`config.mk`:
```
export PLATFORM = sky130hd
export DESIGN_NAME = formatted_integer_to_text_unit
export DESIGN_NICKNAME = d
export VERILOG_FILES = /design/src/hdl/fitt_pkg.sv /design/src/hdl/fitt_front.sv /design/src/hdl/fitt_back.sv /design/src/hdl/formatted_integer_to_text_unit.sv
export SDC_FILE = /design/constraint.sdc
export NUM_CORES = 2
export LEC_CHECK = 0
export ABC_AREA = 1
export BUFFER_PORTS_ARGS = -buffer_cell sky130_fd_sc_hd__buf_2
export CAP_MARGIN = 40
export CELL_PAD_IN_SITES_DETAIL_PLACEMENT = 0
export CELL_PAD_IN_SITES_GLOBAL_PLACEMENT = 1
export CORE_MARGIN = 5
export CORE_UTILIZATION = 55
export CTS_BUF_LIST = sky130_fd_sc_hd__clkbuf_16
export DETAILED_ROUTE_END_ITERATION = 16
export PLACE_DENSITY_LB_ADDON = 0.1
export SLEW_MARGIN = 20
export SYNTH_ARGS = -nofsm -noshare
export SYNTH_HDL_FRONTEND = slang
export SYNTH_SLANG_ARGS = --single-unit
```
`constraint.sdc`:
```
create_clock -name clk -period 29.3 [get_ports clk]
set_clock_uncertainty 0.05 [all_clocks]
set_input_delay 4.395 -clock clk [delete_from_list [all_inputs] [get_ports clk]]
set_output_delay 4.395 -clock clk [all_outputs]
set_load 0.05 [all_outputs]
```
`src/hdl/fitt_pkg.sv`:
```
// shared types and constants for the integer to text formatter
// no dependencies
`default_nettype none
package fitt_pkg;
	localparam int CHARS = 8;
	localparam int DEPTH = 256;
	localparam int AW = 8;

	localparam logic [2:0] REG_RADIX = 3'd0;
	localparam logic [2:0] REG_MIN_DIGITS = 3'd1;
	localparam logic [2:0] REG_GROUP_LENGTH = 3'd2;
	localparam logic [2:0] REG_SEPARATOR = 3'd3;
	localparam logic [2:0] REG_FLAGS = 3'd4;

	localparam logic [7:0] CH_ZERO = 8'h30;
	localparam logic [7:0] CH_H = 8'h68;
	localparam logic [7:0] CH_X = 8'h78;
	localparam logic [7:0] CH_B = 8'h62;
	localparam logic [7:0] CH_MINUS = 8'h2d;
	localparam logic [7:0] CH_PLUS = 8'h2b;

	typedef struct packed {
		logic [63:0] number;
		logic        signed_mode;
	} in_item_t;

	typedef struct packed {
		logic [7:0] char_0;
		logic [7:0] char_1;
		logic [7:0] char_2;
		logic [7:0] char_3;
		logic [7:0] char_4;
		logic [7:0] char_5;
		logic [7:0] char_6;
		logic [7:0] char_7;
		logic [3:0] valid_count;
		logic       last_chunk;
	} out_item_t;

	// classified job handed from the front to the back
	typedef struct packed {
		logic [63:0] value;
		logic [4:0]  base;
		logic [6:0]  md;
		logic [6:0]  gl;
		logic [7:0]  sep;
		logic [6:0]  fl;
	} job_t;

	function automatic logic [7:0] digit_char(input logic [3:0] d, input logic lower);
		logic [7:0] c;
		if (d < 4'd10) c = CH_ZERO + {4'd0, d};
		else if (lower) c = 8'h57 + {4'd0, d};
		else c = 8'h37 + {4'd0, d};
		return c;
	endfunction
endpackage
`default_nettype wire

```
`src/hdl/fitt_front.sv`:
```
// front part: takes items, clamps configuration, handles sign, queues jobs
// depends on fitt_pkg
`default_nettype none
module fitt_front (
	input  wire logic              clk,
	input  wire logic              arst_n,
	input  wire logic              start,
	input  wire fitt_pkg::in_item_t in_item,
	input  wire logic              take,
	input  wire logic [4:0]        radix,
	input  wire logic [6:0]        min_digits,
	input  wire logic [6:0]        group_length,
	input  wire logic [7:0]        separator_char,
	input  wire logic [6:0]        format_flags,
	output logic                   full,
	output logic                   job_valid,
	output fitt_pkg::job_t         job
);
	fitt_pkg::job_t q_q [2];
	logic wp_q, rp_q;
	logic [1:0] cnt_q;
	fitt_pkg::job_t nj;
	logic [4:0] b;

	always_comb begin
		b = radix;
		if (b < 5'd2) b = 5'd2;
		if (b > 5'd16) b = 5'd16;
		nj.base = b;
		nj.md = (min_digits > 7'd64) ? 7'd64 : min_digits;
		nj.gl = group_length;
		nj.sep = separator_char;
		nj.fl = format_flags;
		nj.value = in_item.number;
		if (in_item.signed_mode && b == 5'd10 && in_item.number[63]) begin
			nj.value = 64'd0 - in_item.number;
			nj.fl[6] = 1'b1;
		end
	end

	assign full = cnt_q[1];
	assign job_valid = cnt_q != 2'd0;
	assign job = q_q[rp_q];

	always_ff @(posedge clk or negedge arst_n) begin
		if (!arst_n) begin
			wp_q <= 1'b0;
			rp_q <= 1'b0;
			cnt_q <= 2'd0;
		end else begin
			if (start && !full) begin
				q_q[wp_q] <= nj;
				wp_q <= ~wp_q;
			end
			if (take) rp_q <= ~rp_q;
			cnt_q <= cnt_q + {1'b0, start && !full} - {1'b0, take};
		end
	end
endmodule
`default_nettype wire

```
`src/hdl/fitt_back.sv`:
```
// back part: iterative digit extraction into a text memory, then chunk output
// depends on fitt_pkg
`default_nettype none
module fitt_back (
	input  wire logic               clk,
	input  wire logic               arst_n,
	input  wire logic               job_valid,
	input  wire fitt_pkg::job_t     job,
	output logic                    take,
	output logic                    result_valid,
	output fitt_pkg::out_item_t     result
);
	typedef enum logic [2:0] {
		ST_IDLE, ST_DIV, ST_DIGIT, ST_SEP, ST_PAD, ST_PRE, ST_OUT
	} state_t;

	state_t st_q;
	fitt_pkg::job_t j_q;
	logic [63:0] quo_q;
	logic [4:0] r_q;
	logic [6:0] bit_q;
	logic [6:0] dc_q, gc_q;
	logic [8:0] wp_q;
	logic [7:0] mem_q [fitt_pkg::DEPTH];
	logic [7:0] last_q;
	logic [1:0] pre_q;
	logic [8:0] rd_q;
	logic [3:0] k_q;
	logic [7:0] chars_q [fitt_pkg::CHARS];
	logic [7:0] rdata;
	logic [3:0] cnt_q;

	// write port
	logic we;
	logic [7:0] wa;
	logic [7:0] wd;
	// prefix decode
	logic pre_we;
	logic [7:0] pre_wd;
	logic [5:0] rtr;

	assign take = st_q == ST_IDLE && job_valid;
	assign rtr = {r_q, quo_q[63]};

	always_comb begin
		result.char_0 = chars_q[0];
		result.char_1 = chars_q[1];
		result.char_2 = chars_q[2];
		result.char_3 = chars_q[3];
		result.char_4 = chars_q[4];
		result.char_5 = chars_q[5];
		result.char_6 = chars_q[6];
		result.char_7 = chars_q[7];
		result.valid_count = cnt_q;
		result.last_chunk = (rd_q == 9'd256);
	end

	// prefix or sign, at most two characters
	always_comb begin
		pre_we = 1'b0;
		pre_wd = 8'd0;
		case (j_q.base)
			5'd2: if (j_q.fl[3]) begin
				pre_we = 1'b1;
				pre_wd = (pre_q == 2'd0) ? fitt_pkg::CH_B : fitt_pkg::CH_ZERO;
			end
			5'd8: if (pre_q == 2'd0 && j_q.fl[4] &&
				last_q != fitt_pkg::CH_ZERO) begin
				pre_we = 1'b1;
				pre_wd = fitt_pkg::CH_ZERO;
			end
			5'd10: if (pre_q == 2'd0 && (j_q.fl[6] || j_q.fl[5])) begin
				pre_we = 1'b1;
				pre_wd = j_q.fl[6] ? fitt_pkg::CH_MINUS : fitt_pkg::CH_PLUS;
			end
			5'd16: if (j_q.fl[2]) begin
				pre_we = 1'b1;
				pre_wd = (pre_q == 2'd0) ? fitt_pkg::CH_X : fitt_pkg::CH_ZERO;
			end
			default: ;
		endcase
	end

	// at most one character written per cycle, just ahead of the text, or at the end for the h suffix
	always_comb begin
		we = 1'b0;
		wa = wp_q[7:0] - 8'd1;
		wd = 8'd0;
		case (st_q)
			ST_IDLE: if (job_valid && job.base == 5'd16 && job.fl[1]) begin
				we = 1'b1;
				wa = 8'd255;
				wd = fitt_pkg::CH_H;
			end
			ST_DIGIT: begin
				we = 1'b1;
				wd = fitt_pkg::digit_char(r_q[3:0], j_q.fl[0]);
			end
			ST_SEP: begin
				we = 1'b1;
				wd = j_q.sep;
			end
			ST_PAD: if (dc_q < j_q.md) begin
				we = 1'b1;
				wd = (j_q.gl != 7'd0 && gc_q == 7'd0) ? j_q.sep : fitt_pkg::CH_ZERO;
			end
			ST_PRE: begin
				we = pre_we && pre_q != 2'd2;
				wd = pre_wd;
			end
			default: ;
		endcase
	end

	always_ff @(posedge clk) begin
		if (we) mem_q[wa] <= wd;
		rdata <= mem_q[rd_q[7:0]];
	end

	always_ff @(posedge clk or negedge arst_n) begin
		if (!arst_n) begin
			st_q <= ST_IDLE;
			result_valid <= 1'b0;
			wp_q <= 9'd256;
			rd_q <= 9'd0;
			k_q <= 4'd0;
			cnt_q <= 4'd0;
		end else begin
			result_valid <= 1'b0;
			case (st_q)
				ST_IDLE: begin
					if (job_valid) begin
						j_q <= job;
						quo_q <= job.value;
						r_q <= 5'd0;
						bit_q <= 7'd0;
						dc_q <= 7'd0;
						gc_q <= job.gl;
						if (job.base == 5'd16 && job.fl[1]) begin
							wp_q <= 9'd255;
						end else begin
							wp_q <= 9'd256;
						end
						st_q <= ST_DIV;
					end
				end
				ST_DIV: begin
					// restoring division, one quotient bit a cycle
					if ({1'b0, rtr} >= {2'b0, j_q.base}) begin
						r_q <= rtr[4:0] - j_q.base;
						quo_q <= {quo_q[62:0], 1'b1};
					end else begin
						r_q <= rtr[4:0];
						quo_q <= {quo_q[62:0], 1'b0};
					end
					bit_q <= bit_q + 7'd1;
					if (bit_q == 7'd63) st_q <= ST_DIGIT;
				end
				ST_DIGIT: begin
					// quo_q quotient, r_q digit
					last_q <= wd;
					dc_q <= dc_q + 7'd1;
					r_q <= 5'd0;
					bit_q <= 7'd0;
					wp_q <= wp_q - 9'd1;
					if (j_q.gl != 7'd0 && gc_q == 7'd1 && quo_q != 64'd0) begin
						st_q <= ST_SEP;
					end else begin
						if (j_q.gl != 7'd0) gc_q <= gc_q - 7'd1;
						st_q <= (quo_q != 64'd0) ? ST_DIV : ST_PAD;
					end
				end
				ST_SEP: begin
					// separator between digit groups, more digits follow
					wp_q <= wp_q - 9'd1;
					gc_q <= j_q.gl;
					st_q <= ST_DIV;
				end
				ST_PAD: begin
					if (dc_q < j_q.md) begin
						wp_q <= wp_q - 9'd1;
						if (j_q.gl != 7'd0 && gc_q == 7'd0) begin
							gc_q <= j_q.gl;
						end else begin
							last_q <= fitt_pkg::CH_ZERO;
							dc_q <= dc_q + 7'd1;
							if (j_q.gl != 7'd0) gc_q <= gc_q - 7'd1;
						end
					end else begin
						pre_q <= 2'd0;
						st_q <= ST_PRE;
					end
				end
				ST_PRE: begin
					if (we) begin
						wp_q <= wp_q - 9'd1;
						pre_q <= pre_q + 2'd1;
					end else begin
						rd_q <= wp_q;
						k_q <= 4'd0;
						cnt_q <= 4'd0;
						st_q <= ST_OUT;
					end
				end
				ST_OUT: begin
					// one read per cycle; data arrives in the cycle after the address
					if (k_q != 4'd0) begin
						chars_q[k_q[2:0] - 3'd1] <= rdata;
						cnt_q <= cnt_q + 4'd1;
					end
					if (k_q == 4'd0) begin
						for (int i = 0; i < fitt_pkg::CHARS; i++) chars_q[i] <= 8'd0;
						cnt_q <= 4'd0;
						k_q <= 4'd1;
						rd_q <= rd_q + 9'd1;
					end else if (k_q == 4'd8 || rd_q == 9'd256 &&
						{5'd0, cnt_q} + 9'd1 == {5'd0, k_q}) begin
						result_valid <= 1'b1;
						k_q <= 4'd0;
						if (rd_q == 9'd256) st_q <= ST_IDLE;
					end else begin
						k_q <= k_q + 4'd1;
						rd_q <= rd_q + 9'd1;
					end
				end
				default: st_q <= ST_IDLE;
			endcase
		end
	end
endmodule
`default_nettype wire

```
`src/hdl/formatted_integer_to_text_unit.sv`:
```
// top level of the integer to text formatter
// depends on fitt_pkg, fitt_front and fitt_back
//
// usage:
//   write registers through cfg_we / cfg_index / cfg_data while idle
//   (0 radix, 1 min_digits, 2 group_length, 3 separator_char, 4 format_flags)
//   an item transfer happens when start is high and busy is low
//   each chunk of text appears for one cycle with out_strobe high, up to
//   eight characters in reading order, the final one marked by last_chunk
// rate:
//   a two-entry job queue sits between the front and the back, so busy only
//   rises when both entries are taken
//   the back divides by a restoring divider at one bit a cycle, each digit
//   then written in its own state; padding, separators and prefix are written
//   one character at a time; output reads the text memory one character a cycle
//   a decimal value passes through hand-over, its digits, the padding check
//   and the prefix before its chunks are read out
// reset:
//   arst_n clears the queue and the sequencer; the text memory is left as is
//   the receiver cannot stall: results must be taken as they come
`default_nettype none
module formatted_integer_to_text_unit (
	input  wire logic                clk,
	input  wire logic                arst_n,
	input  wire logic                start,
	output logic                     busy,
	input  wire fitt_pkg::in_item_t  in_item,
	output logic                     out_strobe,
	output fitt_pkg::out_item_t      out_item,
	input  wire logic                cfg_we,
	input  wire logic [2:0]          cfg_index,
	input  wire logic [7:0]          cfg_data
);
	logic [4:0] radix_q;
	logic [6:0] min_digits_q, group_length_q, format_flags_q;
	logic [7:0] separator_q;
	logic full, job_valid, take;
	fitt_pkg::job_t job;

	// configuration registers
	always_ff @(posedge clk or negedge arst_n) begin
		if (!arst_n) begin
			radix_q <= 5'd10;
			min_digits_q <= 7'd0;
			group_length_q <= 7'd0;
			separator_q <= 8'd44;
			format_flags_q <= 7'd0;
		end else if (cfg_we) begin
			case (cfg_index)
				fitt_pkg::REG_RADIX: radix_q <= cfg_data[4:0];
				fitt_pkg::REG_MIN_DIGITS: min_digits_q <= cfg_data[6:0];
				fitt_pkg::REG_GROUP_LENGTH: group_length_q <= cfg_data[6:0];
				fitt_pkg::REG_SEPARATOR: separator_q <= cfg_data;
				fitt_pkg::REG_FLAGS: format_flags_q <= cfg_data[6:0];
				default: ;
			endcase
		end
	end

	assign busy = full;

	fitt_front u_front (
		.clk, .arst_n, .start, .in_item, .take,
		.radix(radix_q), .min_digits(min_digits_q), .group_length(group_length_q),
		.separator_char(separator_q), .format_flags(format_flags_q),
		.full, .job_valid, .job
	);

	fitt_back u_back (
		.clk, .arst_n, .job_valid, .job, .take,
		.result_valid(out_strobe), .result(out_item)
	);
endmodule
`default_nettype wire

```
Word level (Yosys, flattened, before mapping)
Memory sizes are Yosys's and may differ from the RTL's. A register that Yosys moved wholly into a read port is not among the register bits. Index checks and enable logic that the tools add are counted.

Bits in registers: 202. Bits in writable memories: 2308. Bits of input ports: 80. Output and inout bits: 71. Word-level logic and storage cells: 242. Memories kept: 3.

Add/subtract/negate cells: 18. Order comparisons: 6. Equality and inequality tests: 36. Mux-type cells: 94. Bitwise logic cells: 2. Reductions and logical operators: 57.

Memory list: u_back.mem_q (words 256, width 8, read ports 1, clocked after Yosys merged registers in 1, wr ports 1, RTL line fitt_back.sv:24) `logic [7:0] mem_q [fitt_pkg::DEPTH];`; u_front.q_q (words 2, width 98, read ports 1, clocked after Yosys merged registers in 0, wr ports 1, RTL line fitt_front.sv:19) `fitt_pkg::job_t q_q [2];`; u_back.chars_q (words 8, width 8, read ports 8, clocked after Yosys merged registers in 0, wr ports 8, RTL line fitt_back.sv:29) `logic [7:0] chars_q [fitt_pkg::CHARS];`.

Operator list (number): $mux 64 (2); $pmux 64 s2 (1); $mux 8 (12); $mux 7 (12); $reduce_bool 64->1 (1); $sub 1x64->64 const A (1); $mux 9 (7); $pmux 7 s3 (2); $pmux 8 s5 (1); $pmux 9 s4 (1); $mux 3 (11); $pmux 8 s4 (1); $pmux 7 s4 (1); $mux 1 (22); $pmux 3 s7 (1); $mux 4 (5); $mux 5 (4); $logic_and 1x1->1 (18); $pmux 9 s2 (1); $pmux 4 s2 (2); $pmux 8 s2 (1); $eq 5x4->1 const B (3); $pmux 5 s3 (1); $reduce_and 3->1 (5); 56 further kinds (97).

Depth between registers and ports, before layout
Word-level depth: 9. Depth in mapped cells: 20. Depth with buffers taken out: 17.

Cells and area by module
Synthesis repeated with hierarchy kept, for this count alone.

Cells, all modules: 10904. Area total of the unflattened synthesis: 109746.5 um2.

Modules (own cells, without submodules): fitt_back (times used 1, cells each 9826, area an instance 98489.5 um2, sequential area each 67686.2 um2); fitt_front (times used 1, cells each 920, area an instance 9823.2 um2, sequential area each 5985.7 um2); formatted_integer_to_text_unit (times used 1, cells each 158, area an instance 1433.9 um2, sequential area each 857.1 um2).

Worst setup path after synthesis
Ideal clock, no wire load.

Path type: input to register. From: input arst_n. To: memory u_front.q_q[0][0] in the netlist's numbering, enable pin. Data arrival time: 13725 ps. Path slack: 14730 ps. Stages on the path: 2. Path through: inv_1 nor4_1.

Cells in the longest elaborated chain, start to end: 2.

Ends and longest elaborated chain: from (decl) (RTL line formatted_integer_to_text_unit.sv:24) `input wire logic arst_n,`; $logic_and 1x1->1 (implied by the code) (RTL line fitt_front.sv:52) `q_q[wp_q] <= nj;`; $mux 1 (implied by the code) (RTL line fitt_front.sv:52); to (decl) (RTL line fitt_front.sv:19).

Every way passes these cells.

==> run metrics <==
insertion delay to the later sink of the worst-skew pair approximately 930 ps; R2R depth 20; Placed Area between 0.1 and 0.15 mm²; Reg-to-Reg Start u_back.rd_q[0]; area leader, netlist edfxtp_1; Crit Path Category flop to output pin; leakage 45.4 nW; Post-synth EDFFs between 2000 and 2500; Setup crit end kind output pin; DR vias/cell between 5 and 6; die height ~450 µm; fin. max-slew vios 0; Area Overhead vs Synth 11.0%; drt initial violations 7541; largest cells by area after synthesis edfxtp_1, nand2_1, nor2_1, o21ai_0, nand3_1; endpoints failing setup 0; ys async rst share 0.0270; CP Max Fanout 94; Max-slew headroom 0.296; power density over the cells 76.3 mW/mm²; CTS Sinks between 2000 and 3000; number of synthesis warnings 0; RSZ-0062 raised after global routing no; critical path capture point out_item[0]; final WL approximately 290000 µm; Tightest Hold Check Type flop to flop; IO buf count 150; CTS tree built; post-place setup slack ~22000 ps; Largest stage delay, worst path roughly 570 ps; Peak Freq around 0.13 GHz; die area around 0.20 mm²; Final Hold Fails 0; ratio of cells with drive above 1 in the final layout 0.0727; Cell variety after synth 50; worst endpoint data arrival time 3300 ps; reg-to-reg critical path endpoint u_back.rdata[0]; H-tree Lvls 5; FP Rows 162; vias in the first global route about 70000; initial antenna violation count 13; largest net degree at the start of global routing roughly 240; CP startpoint u_back.rd_q[0]; cts repair resizes 0; count of state elements after synthesis around 2500; GRT Util Overall 0.282; RD Place Congestion around 0.86; Tmin final 7740 ps; status finished, final reports clean; sequence of cells on the critical path buf_16 > inv_8 > ha_1 > nand2_1 > nor3_1 > nand3_1 > inv_1 > buf_2; DP HPWL between 150000 and 200000 µm; syn_nets ~10000; num ports ~150; number of setup buffers added after CTS 0; total negative slack 0 ps; Finished Cell Area between 0.1 and 0.15 mm²; Main synth FF type edfxtp_1; Detail Route Antenna Nets 0; Clock Pin Slew Worst Setup and Hold Paths about 60 ps; total clock buffers created by CTS around 280; share of the synthesized area in the top cell type 0.667; Core Box Area 0.194 mm²; MaxCap Viol Count 0; Worst Max-Slew Pin Slew ~1100 ps; FILL cells roughly 16000; Finished Layout Cells between 10000 and 15000; R2R setup slack between 20000 and 25000 ps; Post-layout nets 10200; hold buffers post-CTS 0; placed insts 12300; Via Count around 73000; drt wl/cell 22.7 µm; Clock Tree Root clkbuf_16; Worst path slowest cell dfrtp_4; maximum vdd drop between 0.06 and 0.07 mV; worst setup margin 21560 ps; Pre-antenna DRT Iters 6; Longest Clk Path Bufs 4; sequential-to-total area share from yosys stat 0.696; width of the die ~450 µm; Mapped Area about 0.11 mm²; Mapped Cells between 10000 and 15000; Avg Cell Area, Syn roughly 11 µm²; crit start category flop; initial core utilization 0.551; first-pass GRT wire length 437000 µm; Worst Path Required between 20000 and 25000 ps; fin crit share 0.264; GRT overflow 0; # DRC 0
==> cell usage after synthesis, types with 70 or more instances <==
cell      number
a21oi_1      136
buf_2        171
clkbuf_1     274
dfxtp_1       72
edfxtp_1    2377
inv_1        679
nand2_1     2472
nand3_1      609
nor2_1      1779
o211ai_1     126
o21ai_0      799
xor2_1        70
==> flip-flops by register name (all words and copies together), names as in the netlist, 7 cells and up <==
| register | flops |
|---|---|
| u_front.q_q | 196 |
| separator_q | 8 |
| u_back.mem_q | 2048 |
| u_back.quo_q | 64 |
| u_back.gc_q | 7 |
| group_length_q | 7 |
| u_back.j_q | 33 |
| u_back.rd_q | 9 |
| u_back.bit_q | 7 |
| u_back.chars_q | 64 |
| u_back.last_q | 8 |
| u_back.rdata | 8 |
| u_back.wp_q | 9 |
| u_back.dc_q | 7 |
| format_flags_q | 7 |
| min_digits_q | 7 |
==> layout by cell type (no fill, tap or decap), types with 41 or more instances in the layout <==
| master | n |
|---|---|
| dfrtp_1 | 57 |
| nand2_1 | 2467 |
| a31oi_1 | 68 |
| edfxtp_1 | 2377 |
| buf_2 | 153 |
| nand3_1 | 608 |
| clkbuf_16 | 283 |
| o211ai_1 | 126 |
| a21oi_1 | 136 |
| buf_4 | 113 |
| inv_1 | 751 |
| nor2_1 | 1772 |
| clkinv_2 | 41 |
| clkinv_1 | 62 |
| nor3_1 | 50 |
| xor2_1 | 70 |
| o21ai_0 | 799 |
| dfxtp_1 | 72 |
==> worst max-delay path: cells and delay by family (launching register included) <==
kind,cells,cell delay [ps]
DFF,1,570
adders and majority gates,1,240
and+or+nand+nor,3,340
buffers and inverters,4,1130
==> metrics by stage <==
step	hold WS, ps	util	power [W]
final	410	0.612	0.00907
after global routing	426	0.612	0.00938
after CTS	411	0.609	0.00910
after detailed placement	402	0.567	0.00594
after global placement	397	0.564	0.00587
after floorplan	387	-	0.00548
==> cell type report <==
class                           instances  area [µm²]  area share
Clock buffer                          283        7080      0.0596
Multi-Input combinational cell       6292       27700       0.233
Sequential cell                      2517       74500       0.628
Timing Repair Buffer                  308        2570      0.0217
Inverter                              697        2640      0.0222
Clock inverter                        191        1070     0.00900
Tap cell                             2542        3180      0.0268
Antenna cell                            9        22.5    0.000190
==> worst min-delay path by stage <==
stage,slack [ps],endpoint,startpoint,cells after the start
after floorplan,390,u_front.q_q[0][14],separator_q[7],0
after global placement,400,u_back.chars_q[0][3],u_back.chars_q[0][3],2
after detailed placement,400,u_back.chars_q[2][5],u_back.chars_q[2][5],2
after CTS,410,u_back.chars_q[2][5],u_back.chars_q[2][5],2
after global routing,430,u_back.chars_q[4][7],u_back.chars_q[4][7],2
final,410,u_back.chars_q[4][5],u_back.chars_q[4][5],2
==> cells by family after synthesis <==
logic type	after synthesis	share of synthesized area
adder cells (fa/ha/maj)	28	0.00334
AO/OA/AOI/OAI	1151	0.0580
buffers and inverters	1225	0.0462
flip-flops	2517	0.696
multiplexers	1	0.000105
XOR/XNOR	87	0.00712
AND/OR/NAND/NOR	5025	0.189
==> routing by layer <==
metal	part of all wire	GRT usage	up-vias	wire [µm]
li1	-	-	34000	-
met1	0.42	0.401	35300	123000
met2	0.46	0.443	2764	135000
met3	0.076	0.0456	538	22200
met4	0.039	0.108	4	11500
met5	0.00010	0	-	30
==> where the power goes <==
group | internal (W) | switching (W) | total (W)
clock | 0.00183 | 0.00135 | 0.00318
sequential | 0.00452 | 0.0000823 | 0.00460
combinational | 0.000245 | 0.00104 | 0.00129
Note: power is estimated with default switching activity, not from simulation.
